==> src/design/fcpm_pkg.sv <==
// ----------------------------------------------------------------------------
// fcpm_pkg
// Types and constants shared by the false-color palette mapper.
// ----------------------------------------------------------------------------
package fcpm_pkg;

    localparam int FRAC_BITS  = 8;
    localparam int SAMPLE_W   = 24;
    localparam int D_W        = 16;
    localparam int SCALE_W    = 10;
    localparam int PROD_W     = SAMPLE_W + SCALE_W;
    localparam int CH_W       = 8;
    localparam int SHIFT_W    = 5;
    localparam int CFG_IDX_W  = 1;
    localparam int CFG_DATA_W = 5;

    localparam logic [SCALE_W-1:0] SCALE          = 10'd1000;
    localparam logic [D_W-1:0]     D_MAX          = 16'hFFFF;
    localparam logic [SHIFT_W-1:0] GRAY_SHIFT_RST = 5'd6;
    localparam logic [SHIFT_W-1:0] GRAY_SHIFT_LIM = 5'd16;

    localparam logic [CH_W-1:0] CH_MAX    = 8'hFF;
    localparam logic [CH_W-1:0] CH_ZERO   = 8'h00;
    localparam logic [CH_W-1:0] CH_HALF   = 8'd128;
    localparam logic [CH_W-1:0] IRON_WRAP = 8'd126;  // 382 mod 256

    // Configuration register indexes
    localparam logic [CFG_IDX_W-1:0] CFG_PALETTE    = 1'b0;
    localparam logic [CFG_IDX_W-1:0] CFG_GRAY_SHIFT = 1'b1;

    // Quarter of the intermediate range, bits 13:12
    localparam logic [1:0] QTR_0 = 2'd0;
    localparam logic [1:0] QTR_1 = 2'd1;
    localparam logic [1:0] QTR_2 = 2'd2;
    localparam logic [1:0] QTR_3 = 2'd3;

    // Ironbow blue segment, bits 13:11
    localparam logic [2:0] SEG_0000 = 3'd0;
    localparam logic [2:0] SEG_0800 = 3'd1;
    localparam logic [2:0] SEG_1000 = 3'd2;
    localparam logic [2:0] SEG_3000 = 3'd6;
    localparam logic [2:0] SEG_3800 = 3'd7;

    typedef enum logic [2:0] {
        PAL_IRONBOW   = 3'd0,
        PAL_REDYELLOW = 3'd1,
        PAL_BLUERED   = 3'd2,
        PAL_BLACKRED  = 3'd3,
        PAL_BRBIN     = 3'd4,
        PAL_BGR       = 3'd5,
        PAL_GRAY      = 3'd6,
        PAL_SHIFTGRAY = 3'd7
    } t_palette;

    typedef struct packed {
        logic [CH_W-1:0] red;
        logic [CH_W-1:0] green;
        logic [CH_W-1:0] blue;
    } t_pixel;

endpackage

==> src/design/fcpm_map.sv <==
// ----------------------------------------------------------------------------
// fcpm_map
// Combinational sample-to-pixel mapping for all eight palettes.
// ----------------------------------------------------------------------------
module fcpm_map (
    input  logic [fcpm_pkg::SAMPLE_W-1:0] i_sample,
    input  fcpm_pkg::t_palette            i_palette,
    input  logic [fcpm_pkg::SHIFT_W-1:0]  i_gray_shift,
    output fcpm_pkg::t_pixel              o_pixel
);

    logic [fcpm_pkg::PROD_W-1:0]   prod;
    logic [fcpm_pkg::PROD_W-1:0]   prod_sh;
    logic [fcpm_pkg::SAMPLE_W-1:0] samp_sh;
    logic [fcpm_pkg::D_W-1:0]      d_scaled;
    logic [fcpm_pkg::D_W-1:0]      d_plain;
    logic [fcpm_pkg::D_W-1:0]      d;
    logic [fcpm_pkg::D_W-1:0]      d_gray;
    logic [fcpm_pkg::CH_W-1:0]     red_sat;
    logic [fcpm_pkg::CH_W-1:0]     gray_sat;
    logic [fcpm_pkg::CH_W-1:0]     p;
    logic [fcpm_pkg::CH_W-1:0]     q;
    logic [fcpm_pkg::CH_W-1:0]     green_iron;
    logic [fcpm_pkg::CH_W-1:0]     blue_iron;
    logic [1:0]                    qtr;
    logic                          scaled;

    // Intermediate value, saturated to 16 bits
    always_comb begin
        prod    = fcpm_pkg::PROD_W'(i_sample) * fcpm_pkg::PROD_W'(fcpm_pkg::SCALE);
        prod_sh = prod >> fcpm_pkg::FRAC_BITS;
        samp_sh = i_sample >> fcpm_pkg::FRAC_BITS;
        if (prod_sh > fcpm_pkg::PROD_W'(fcpm_pkg::D_MAX)) begin
            d_scaled = fcpm_pkg::D_MAX;
        end else begin
            d_scaled = prod_sh[fcpm_pkg::D_W-1:0];
        end
        if (samp_sh > fcpm_pkg::SAMPLE_W'(fcpm_pkg::D_MAX)) begin
            d_plain = fcpm_pkg::D_MAX;
        end else begin
            d_plain = fcpm_pkg::D_W'(samp_sh);
        end
        scaled = i_palette inside {fcpm_pkg::PAL_IRONBOW, fcpm_pkg::PAL_GRAY};
        d      = scaled ? d_scaled : d_plain;
    end

    // Shared bit fields
    always_comb begin
        qtr     = d[13:12];
        p       = d[11:4];
        q       = {1'b0, d[11:5]};
        red_sat = (|d[15:14]) ? fcpm_pkg::CH_MAX : d[13:6];
        green_iron = d[13] ? d[12:5] : fcpm_pkg::CH_ZERO;
        d_gray  = d >> i_gray_shift;
        if (i_gray_shift >= fcpm_pkg::GRAY_SHIFT_LIM) begin
            gray_sat = fcpm_pkg::CH_ZERO;
        end else if (|d_gray[fcpm_pkg::D_W-1:fcpm_pkg::CH_W]) begin
            gray_sat = fcpm_pkg::CH_MAX;
        end else begin
            gray_sat = d_gray[fcpm_pkg::CH_W-1:0];
        end
        case (d[13:11])
            fcpm_pkg::SEG_0000: blue_iron = d[10:3];
            fcpm_pkg::SEG_0800: blue_iron = fcpm_pkg::IRON_WRAP - p;
            fcpm_pkg::SEG_1000: blue_iron = fcpm_pkg::CH_HALF - p;
            fcpm_pkg::SEG_3000,
            fcpm_pkg::SEG_3800: blue_iron = p;
            default:            blue_iron = fcpm_pkg::CH_ZERO;
        endcase
    end

    always_comb begin
        o_pixel = '0;
        case (i_palette)
            fcpm_pkg::PAL_IRONBOW: begin
                o_pixel = '{red_sat, green_iron, blue_iron};
            end
            fcpm_pkg::PAL_REDYELLOW: begin
                o_pixel = '{red_sat, green_iron, fcpm_pkg::CH_ZERO};
            end
            fcpm_pkg::PAL_BLUERED,
            fcpm_pkg::PAL_BLACKRED: begin
                case (qtr)
                    fcpm_pkg::QTR_0: begin
                        o_pixel.blue = (i_palette == fcpm_pkg::PAL_BLUERED) ?
                                       (q | fcpm_pkg::CH_HALF) : p;
                    end
                    fcpm_pkg::QTR_1: begin
                        o_pixel = '{q, fcpm_pkg::CH_ZERO, fcpm_pkg::CH_MAX - q};
                    end
                    fcpm_pkg::QTR_2: begin
                        o_pixel = '{q | fcpm_pkg::CH_HALF, fcpm_pkg::CH_ZERO,
                                    fcpm_pkg::CH_HALF - q};
                    end
                    default: begin
                        o_pixel = '{fcpm_pkg::CH_MAX, p, fcpm_pkg::CH_ZERO};
                    end
                endcase
            end
            fcpm_pkg::PAL_BRBIN: begin
                o_pixel = '{red_sat, fcpm_pkg::CH_ZERO, red_sat};
            end
            fcpm_pkg::PAL_BGR: begin
                case (qtr)
                    fcpm_pkg::QTR_0: o_pixel = '{fcpm_pkg::CH_ZERO, p, fcpm_pkg::CH_MAX};
                    fcpm_pkg::QTR_1: o_pixel = '{fcpm_pkg::CH_ZERO, fcpm_pkg::CH_MAX,
                                                 fcpm_pkg::CH_MAX - p};
                    fcpm_pkg::QTR_2: o_pixel = '{p, fcpm_pkg::CH_MAX, fcpm_pkg::CH_ZERO};
                    default:         o_pixel = '{fcpm_pkg::CH_MAX, fcpm_pkg::CH_MAX - p,
                                                 fcpm_pkg::CH_ZERO};
                endcase
            end
            fcpm_pkg::PAL_GRAY: begin
                // wraps, no saturation
                o_pixel = '{d[13:6], d[13:6], d[13:6]};
            end
            default: begin
                o_pixel = '{gray_sat, gray_sat, gray_sat};
            end
        endcase
    end

endmodule

==> src/design/false_color_palette_mapper_top.sv <==
// ----------------------------------------------------------------------------
// false_color_palette_mapper_top
// Maps an unsigned Q16.8 sample stream to RGB pixels through one of eight
// palettes.
// ----------------------------------------------------------------------------
// Usage:
//   Input channel i_valid / o_stall carries i_sample and i_last_pixel; a
//   transfer happens on a rising edge with i_valid high and o_stall low.
//   Output channel o_valid / i_stall carries o_red, o_green, o_blue and
//   o_last_pixel_out, which is a copy of i_last_pixel.
//   The path runs through an input register, the palette logic with its
//   single 24x10 multiply, then the result register.
//   Throughput is one pixel per cycle while the receiver does not stall; an
//   empty input register takes a new sample while the previous result waits.
//   When the receiver stalls, the result register holds and the input
//   register fills; o_stall rises only once both are occupied.
//   Configuration writes (i_cfg_we, i_cfg_idx, i_cfg_data) go straight to
//   the palette select and gray shift registers; write them only while
//   the pipeline is empty.
//   Synchronous reset empties the pipeline and loads palette ironbow and a
//   gray shift of 6.
// ----------------------------------------------------------------------------
module false_color_palette_mapper_top (
    input  logic                            i_clk,
    input  logic                            i_rst_n,
    input  logic                            i_valid,
    output logic                            o_stall,
    input  logic [fcpm_pkg::SAMPLE_W-1:0]   i_sample,
    input  logic                            i_last_pixel,
    output logic                            o_valid,
    input  logic                            i_stall,
    output logic [fcpm_pkg::CH_W-1:0]       o_red,
    output logic [fcpm_pkg::CH_W-1:0]       o_green,
    output logic [fcpm_pkg::CH_W-1:0]       o_blue,
    output logic                            o_last_pixel_out,
    input  logic                            i_cfg_we,
    input  logic [fcpm_pkg::CFG_IDX_W-1:0]  i_cfg_idx,
    input  logic [fcpm_pkg::CFG_DATA_W-1:0] i_cfg_data
);

    fcpm_pkg::t_palette            r_palette;
    logic [fcpm_pkg::SHIFT_W-1:0]  r_gray_shift;

    logic                          r_in_valid;
    logic [fcpm_pkg::SAMPLE_W-1:0] r_sample;
    logic                          r_last;

    logic                          r_out_valid;
    fcpm_pkg::t_pixel              r_pixel;
    logic                          r_out_last;

    fcpm_pkg::t_pixel              n_pixel;
    logic                          out_ready;
    logic                          in_ready;

    assign out_ready = !r_out_valid || !i_stall;
    assign in_ready  = !r_in_valid || out_ready;
    assign o_stall   = !in_ready;

    always_ff @(posedge i_clk) begin
        if (!i_rst_n) begin
            r_palette    <= fcpm_pkg::PAL_IRONBOW;
            r_gray_shift <= fcpm_pkg::GRAY_SHIFT_RST;
        end else if (i_cfg_we) begin
            case (i_cfg_idx)
                fcpm_pkg::CFG_PALETTE:    r_palette    <= fcpm_pkg::t_palette'(i_cfg_data[2:0]);
                fcpm_pkg::CFG_GRAY_SHIFT: r_gray_shift <= i_cfg_data[fcpm_pkg::SHIFT_W-1:0];
                default: ;
            endcase
        end
    end

    fcpm_map u_map (
        .i_sample     (r_sample),
        .i_palette    (r_palette),
        .i_gray_shift (r_gray_shift),
        .o_pixel      (n_pixel)
    );

    // Input register
    always_ff @(posedge i_clk) begin
        if (!i_rst_n) begin
            r_in_valid <= 1'b0;
        end else if (in_ready) begin
            r_in_valid <= i_valid;
        end
    end

    always_ff @(posedge i_clk) begin
        if (in_ready && i_valid) begin
            r_sample <= i_sample;
            r_last   <= i_last_pixel;
        end
    end

    // Result register: hold while the receiver stalls
    always_ff @(posedge i_clk) begin
        if (!i_rst_n) begin
            r_out_valid <= 1'b0;
        end else if (out_ready) begin
            r_out_valid <= r_in_valid;
        end
    end

    always_ff @(posedge i_clk) begin
        if (out_ready && r_in_valid) begin
            r_pixel    <= n_pixel;
            r_out_last <= r_last;
        end
    end

    assign o_valid          = r_out_valid;
    assign o_red            = r_pixel.red;
    assign o_green          = r_pixel.green;
    assign o_blue           = r_pixel.blue;
    assign o_last_pixel_out = r_out_last;

endmodule

==> config.mk <==
export PLATFORM = sky130hd
export DESIGN_NAME = false_color_palette_mapper_top
export DESIGN_NICKNAME = d
export VERILOG_FILES = /design/src/design/fcpm_pkg.sv /design/src/design/fcpm_map.sv /design/src/design/false_color_palette_mapper_top.sv
export SDC_FILE = /design/constraint.sdc
export NUM_CORES = 1
export LEC_CHECK = 0
export ABC_AREA = 1
export BUFFER_PORTS_ARGS = -buffer_cell sky130_fd_sc_hd__clkbuf_2
export CORE_ASPECT_RATIO = 0.6
export CORE_UTILIZATION = 60
export CTS_CLUSTER_SIZE = 20
export DETAILED_ROUTE_END_ITERATION = 10
export PLACE_DENSITY = 0.79
export SYNTH_ARGS = -nofsm -noshare
export SYNTH_HDL_FRONTEND = slang
export SYNTH_SLANG_ARGS = --single-unit
export TNS_END_PERCENT = 30
==> constraint.sdc <==
create_clock -name i_clk -period 14.8 [get_ports i_clk]
set_clock_uncertainty 0.2 [all_clocks]
set_input_delay 0.74 -clock i_clk [delete_from_list [all_inputs] [get_ports i_clk]]
set_output_delay 0.74 -clock i_clk [all_outputs]
set_load 0.03 [all_outputs]
==> out/qor.csv, run 1 <==
stage,metric,value,unit
synthesis,Post-Syn Area,0.00931,mm^2
worst_setup_path,Worst Path Buf+Inv,5,
worst_setup_path,reg2reg start,r_sample[5],
synthesis,Post-synth ARST share,0,%
worst_setup_path,kind of critical path,register to register,
synthesis,Synth area leaders,"fa_1, edfxtp_1, nand2_1",
synthesis,Synth top area share,18.5,%
grt,initial antenna violation count,0,
synthesis,syn_area_per_cell,6.95,um^2
floorplan,Rows,34,
timing,fmax,123,MHz
grt,largest net degree at the start of global routing,26,
cells_and_area,Post-layout nets,1598,
routing,Total Wirelength,30.7,mm
run_status,run status,"complete, no violations",
floorplan,total die area,0.0160,mm^2
run,Max-cap violations,0,
worst_setup_path,crit path DAT,7.99,ns
routing,Antenna Violating Nets Remaining,0,
min_path,Hold Path Class,register to register,
synthesis,"Seq/Total Area, Yosys",18.3,%
clock_tree,Resize count post-CTS,0,
clock_tree,CTS Buf Count,9,
worst_setup_path,CP max stage cell,fa_1,
floorplan,IO Count,63,
clock_tree,# clock sinks,60,
routing,vias,9458,
floorplan,Die X,163,um
timing,Final Hold Viols,0,
cells_and_area,share of cells above drive strength 1,7.85,%
placement,global placer's final weighted congestion,1.05,
grt,vias in the first global route,8557,
worst_setup_path,Slowest Stage Delay on Critical Path,0.61,ns
grt,Tot GR Track Use,39.9,%
floorplan,Core ar.,0.0148,mm^2
worst_setup_path,R2R cell count,35,
synthesis,"area leader, netlist",fa_1,
clock_tree,CTS max path bufs,2,
clock_tree,H-tree depth,3,
clock_tree,clock slew at reported path FFs,0.06,ns
synthesis,syn_nets,1541,
timing,Worst slew margin,26.7,%
placement,HPWL Detailed,25.1,mm
routing,first-pass detailed-route iteration total,6,
timing,Final Max Tran Viols,0,
synthesis,synth cell count leaders,"nand2_1, inv_1, nand3_1",
routing,DRC viols,0,
clock_tree,# hold bufs at CTS,0,
timing,Least-Margin Pin Slew,1.10,ns
routing,DRT iter0 DRCs,1409,
worst_setup_path,Worst R2R End,o_blue[6],
routing,via density per instance,5.91,
cells_and_area,Area Growth Syn to Fin,8.86,%
synthesis,Syn. warnings,0,
clock_tree,TritonCTS clock tree,built,
clock_tree,Worst-Skew Late Latency,0.35,ns
synthesis,Mapped Cells,1339,
worst_setup_path,Setup crit start,r_sample[5],
synthesis,Post-synth EDFFs,50,
timing,count of final setup violators,0,
synthesis,Synth cell types,46,
synthesis,"flops & latches, synth",60,
placement,cell count after placement,1583,
cells_and_area,n_diodes,0,
timing,TNS Setup,0,ns
grt,first-pass GRT wire length,47.7,mm
floorplan,Initial Util,62.9,%
synthesis,Most used DFF post-synth,edfxtp_1,
worst_setup_path,r2r setup slk,6.69,ns
clock_tree,Root Driver,clkbuf_16,
timing,RSZ-0062 raised after global routing,no,
worst_setup_path,CP Capture Type,register,
routing,routed length per instance,19.2,um
grt,grt ovf,0,
worst_setup_path,Worst Path Required,14.68,ns
pwr,leak pwr,0.00526,uW
pwr,Peak supply drop,151,uV
worst_setup_path,number of cells on the critical path,35,
timing,Period minus WS final,8.11,ns
pwr,Pwr Density,193,mW/mm^2
floorplan,die height,98.5,um
worst_setup_path,CP top delay family,adder cells,
placement,I/O Buffers,62,
cells_and_area,Final Non-Filler Cells,1599,
worst_setup_path,Critical Path Start Type,register,
worst_setup_path,CP endpoint,o_blue[6],
worst_setup_path,CP most frequent cell,nand2_1,
synthesis,most frequent cell after synthesis,nand2_1,
clock_tree,setup bufs post-CTS,0,
timing,Tcrit/Tclk final,54.8,%
worst_setup_path,CP max FO,9,
==> routing by layer <==
layer	global-route usage, %	vias up	share of wire [%]
met2	49.9	751	35
met3	21.0	73	19
met4	6.25	0	1.6
met1	60.2	4253	44
met5	0	-	0
li1	-	4381	-
==> layout by cell type (no fill, tap or decap), types with 3 or more instances in the layout <==
cell       count
o211ai_1      11
a31oi_1        4
nor2_2         6
o21a_1         3
o2bb2ai_1      3
xor2_1         3
nor2_1        97
dfxtp_1       10
clkbuf_2      62
clkbuf_16      9
a22oi_1        6
fa_1          86
o21ai_0       39
nand3b_1       6
nand3_1      127
nand2_2       12
inv_1        263
a211oi_1       8
nor4_1         4
edfxtp_1      50
nand4_1        9
ha_1          80
xnor2_1        9
clkinv_1       4
nand2_1      379
nor3_1        17
a21oi_1       58
a221oi_1       4
==> worst reg2reg max path: cells and delay by family, from the launching register on <==
kind | cells | cell delay [ns]
AND/OR/NAND/NOR | 18 | 2.71
adder cells (fa/ha/maj) | 6 | 2.93
XOR/XNOR | 1 | 0.08
flip-flops | 1 | 0.43
buffers and inverters | 5 | 0.82
AO/OA/AOI/OAI | 5 | 0.71
==> worst min path at each step <==
stage          startpoint          endpoint  depth (start not counted)
2_1_floorplan      r_last  o_last_pixel_out                          0
3_3_place_gp       r_last  o_last_pixel_out                          0
3_5_place_dp       r_last  o_last_pixel_out                          0
4_1_cts            r_last  o_last_pixel_out                          0
5_1_grt            r_last  o_last_pixel_out                          0
6_report           r_last  o_last_pixel_out                          0
==> layout make-up <==
type,count,area [um^2]
inverters,269,1010
well taps,198,248
repair buffers,64,325
clock buffers,10,239
fillers,1277,4670
multi-input cells,992,6530
clock inverters,6,86.3
flip-flops and latches,60,1700
==> registers in the layout (all words and copies together), names as in the netlist <==
signal and cells:
o_green 8, r_last 1, o_last_pixel_out 1, o_blue 8, r_sample 24, o_red 8
r_in_valid 1, r_gray_shift 5, r_palette 3, o_valid 1
==> stage by stage <==
step	power [uW]	hold WS, ns	utilization (%)	setup WS (ns)	instance area, um^2
2_1_floorplan	1270	0.200	-	8.18	9310
3_3_place_gp	1610	0.204	66.3	7.16	9810
3_5_place_dp	1630	0.220	66.3	7.03	9810
4_1_cts	1890	0.218	68.5	6.96	10100
5_1_grt	2110	0.226	68.5	6.31	10100
6_report	1960	0.210	68.5	6.69	10100
==> logic make-up after synthesis <==
family | Yosys count | share of synthesized area (%)
DFF | 60 | 18.3
xor gates and xnor gates | 12 | 1.13
buffers and inverters | 287 | 11.7
adders and majority gates | 166 | 29.2
AOI/OAI and AO/OA | 145 | 9.08
and+or+nand+nor | 669 | 30.6
==> where the power goes <==
| part | internal (uW) | total, uW | switching, uW |
|---|---|---|---|
| sequential | 200 | 213 | 13.1 |
| combinational | 478 | 1500 | 1020 |
| clock | 152 | 245 | 93.2 |
| total | 831 | 1960 | 1130 |
(Power assumes the default switching activity.)
==> run 2, diff against run 1 <==
--- a/config.mk
+++ b/config.mk
@@ -8,7 +8,7 @@
 export ABC_AREA = 1
 export BUFFER_PORTS_ARGS = -buffer_cell sky130_fd_sc_hd__clkbuf_2
 export CORE_ASPECT_RATIO = 0.6
-export CORE_UTILIZATION = 60
+export CORE_UTILIZATION = 57
 export CTS_CLUSTER_SIZE = 20
 export DETAILED_ROUTE_END_ITERATION = 10
 export PLACE_DENSITY = 0.79
==> constraint.sdc (replaced) <==
create_clock -name i_clk -period 7.3 [get_ports i_clk]
set_clock_uncertainty 0.2 [all_clocks]
set_input_delay 0.365 -clock i_clk [delete_from_list [all_inputs] [get_ports i_clk]]
set_output_delay 0.365 -clock i_clk [all_outputs]
set_load 0.03 [all_outputs]
==> run 2 against run 1 <==
- register-to-register slack lost 6.5 ns
- combinational power increased by 130%
- via count increased by 3.3%
- first-iteration DRC count down 1.3%
- global-route usage is 0.13 points lower
- wire length grew 6.6%
- critical path type unchanged
- critical endpoint is now o_blue[7]
- largest cell class unchanged
- largest power group unchanged
==> out/qor.csv, run 2 (same netlist as run 1, synthesis figures left out) <==
stage,metric,value,unit,change
run_status,run status,"complete, no violations",,
worst_setup_path,CP Capture Type,register,,
timing,Least-Margin Pin Slew,1.08,ns,-0.0209 ns
timing,Final Max Tran Viols,0,,unchanged
clock_tree,# clock sinks,60,,unchanged
pwr,Logic pwr share,79.3,%,+2.7 points
grt,grt ovf,0,,unchanged
cells_and_area,register area,0.00170,mm^2,unchanged
cells_and_area,n_diodes,0,,unchanged
grt,first-pass GRT wire length,50.1,mm,+4.9%
floorplan,Die X,167,um,+2.6%
routing,DRT iter0 DRCs,1390,,-1.3%
grt,vias in the first global route,9071,,+6.0%
routing,via density per instance,5.72,,-3.2%
timing,fmax,141,MHz,+15%
worst_setup_path,reg2reg start,r_sample[17],,
clock_tree,Worst-Skew Late Latency,0.35,ns,about the same
worst_setup_path,Critical Path Start Type,register,,
cells_and_area,Final Non-Filler Cells,1707,,+6.8%
placement,I/O Buffers,62,,unchanged
grt,Tot GR Track Use,39.8,%,-0.13 points
clock_tree,TritonCTS clock tree,built,,
worst_setup_path,Worst Path Required,7.19,ns,-7.49 ns
routing,routed length per instance,19.1,um,-0.16%
clock_tree,Root Driver,clkbuf_16,,
timing,count of final setup violators,0,,unchanged
grt,GR Layer Usage met1,60.7,%,+0.46 points
min_path,Hold Path Class,input port to register,,
worst_setup_path,CP max stage cell,fa_1,,
floorplan,die height,101,um,+2.5%
cells_and_area,multi-input combinational cell area,0.00668,mm^2,+2.4%
floorplan,IO Count,63,,unchanged
cells_and_area,max reg flops,24,,unchanged
placement,global placer's final weighted congestion,1.10,,+5.0%
min_path,Worst Hold Path EP,r_sample[11],,
placement,Setup Slack @ Placement,-0.199,ns,-7.23 ns
floorplan,Core ar.,0.0156,mm^2,+5.6%
floorplan,Rows,35,,+2.9%
grt,grt peak-use layer,met1,,
floorplan,total die area,0.0169,mm^2,+5.2%
clock_tree,CTS Buf Count,9,,unchanged
cells_and_area,Area Growth Syn to Fin,19.4,%,
worst_setup_path,CP most frequent cell,nand2_1,,
cells_and_area,most frequent cells in the layout,"nand2_1, inv_1, nand3_1",,
worst_setup_path,CP max FO,7,,-2
min_path,critical hold path startpoint,i_sample[11],,
timing,Period minus WS final,7.07,ns,-1.04 ns
worst_setup_path,Slowest Stage Delay on Critical Path,0.53,ns,-0.08 ns
timing,Final Hold Viols,0,,unchanged
pwr,P_int,1880,uW,+130%
cells_and_area,Final Util,71.1,%,+2.6 points
routing,first-pass detailed-route iteration total,7,,+1
cells_and_area,fill cell count,1271,,-0.47%
timing,Worst slew margin,28.1,%,+1.4 points
pwr,Pwr Density,390,mW/mm^2,+100%
clock_tree,CTS max path bufs,2,,unchanged
timing,final worst slack,0.229,ns,-6.46 ns
clock_tree,clock slew at reported path FFs,0.06,ns,about the same
worst_setup_path,r2r setup slk,0.23,ns,-6.46 ns
clock_tree,H-tree depth,3,,unchanged
cells_and_area,share of cells above drive strength 1,15.9,%,+8.0 points
run,Max-cap violations,0,,unchanged
cells_and_area,Post-layout nets,1701,,+6.4%
placement,HPWL Detailed,26.1,mm,+3.7%
placement,cell count after placement,1654,,+4.5%
routing,Total Wirelength,32.7,mm,+6.6%
routing,vias,9772,,+3.3%
grt,GRT met3 Usage,15.5,%,-5.5 points
cells_and_area,"commonest non-fill, non-tap cell in the layout",nand2_1,,
grt,largest net degree at the start of global routing,26,,unchanged
routing,DRC viols,0,,unchanged
pwr,post-layout total power,4340,uW,+120%
pwr,leak pwr,0.00572,uW,+8.8%
routing,Antenna Violating Nets Remaining,0,,unchanged
pwr,share of power burned in registers,9.9,%,-1.0 points
pwr,Sw Share,56.7,%,-0.93 points
cells_and_area,Largest Register,r_sample,,
worst_setup_path,R2R cell count,35,,unchanged
timing,Tcrit/Tclk final,96.9,%,+42 points
worst_setup_path,Worst R2R End,o_blue[7],,
timing,TNS Setup,0,ns,unchanged
worst_setup_path,kind of critical path,register to register,,
worst_setup_path,crit path DAT,6.96,ns,-1.03 ns
pwr,Peak supply drop,274,uV,+81%
floorplan,Initial Util,59.6,%,-3.3 points
grt,initial antenna violation count,0,,unchanged
pwr,net switching power,2460,uW,+120%
grt,met2 usage,51.8,%,+1.9 points
pwr,clock network fraction of total power,10.8,%,-1.7 points
min_path,Hold Path Depth,1,,+1
## run 2: cell count changes in the layout (fill, tap and decap cells not counted), moves of 6 or more
cell and change:
buf_4 +83, dlygate4sd3_1 +20, inv_1 -15, inv_2 +7
nand2_1 -7, nor2_1 -7, ha_1 -6
## run 2: area by class of cell
class | count | area share [%]
Clock inverter | 7 | 0.675
Sequential cell | 60 | 15.3
Timing Repair Buffer | 167 | 10.3
Inverter | 269 | 9.30
Tap cell | 203 | 2.28
Multi-Input combinational cell | 992 | 60.1
Clock buffer | 9 | 2.03
## run 2: worst max-delay path by stage
stage,from,endpoint,slack [ns],depth (start not counted)
after floorplan,r_sample[16],o_blue[6],0.68,39
after global placement,r_sample[16],o_blue[7],-0.04,35
after detailed placement,r_sample[16],o_blue[7],-0.20,35
after CTS,r_sample[7],o_blue[7],0.02,30
after global routing,r_sample[17],o_blue[7],-0.09,38
final,r_sample[17],o_blue[7],0.23,35
## run 2: power by group through the flow
| stage | Combinational [uW] | Sequential (uW) | Clock, uW |
|---|---|---|---|
| CTS | 3110 | 429 | 467 |
| detailed placement | 3050 | 437 | 0 |
| global placement | 3010 | 435 | 0 |
| finish | 3440 | 430 | 467 |
| global route | 3770 | 433 | 476 |
| floorplan | 2130 | 453 | 0 |
## run 2: worst max-delay path, delay by kind of cell, from the launching register on
kind / cells / cell delay (ns)
AOI/OAI and AO/OA: 3 / 0.58
adders and majority gates: 6 / 2.78
buffers and inverters: 7 / 0.50
DFF: 1 / 0.51
and+or+nand+nor: 19 / 2.20
## run 2: repair_timing
item | 4_1_cts | 5_1_grt
pin swaps | 0 | 4
endpoints found under the setup margin | 6 | 18
hold buffers | 20 | 0
resized for setup | 6 | 55
cloned | 0 | 0
hold endpoints to repair | 20 | 0
setup buffers | 4 | 13
## run 2: routing by layer
metal | vias to the layer above | routed length, um
li1 | 4596 | -
met1 | 4473 | 15100
met5 | - | 0
met3 | 54 | 4910
met4 | 0 | 486
met2 | 649 | 12200
## run 2: metrics by stage
stage | cell area [um^2] | hold slack [ns]
floorplan | 9310 | 0.200
global route | 11100 | 0.0000788
finish | 11100 | 0.00194
detailed placement | 10300 | 0.236
CTS | 10900 | 0.00143
global placement | 10300 | 0.202
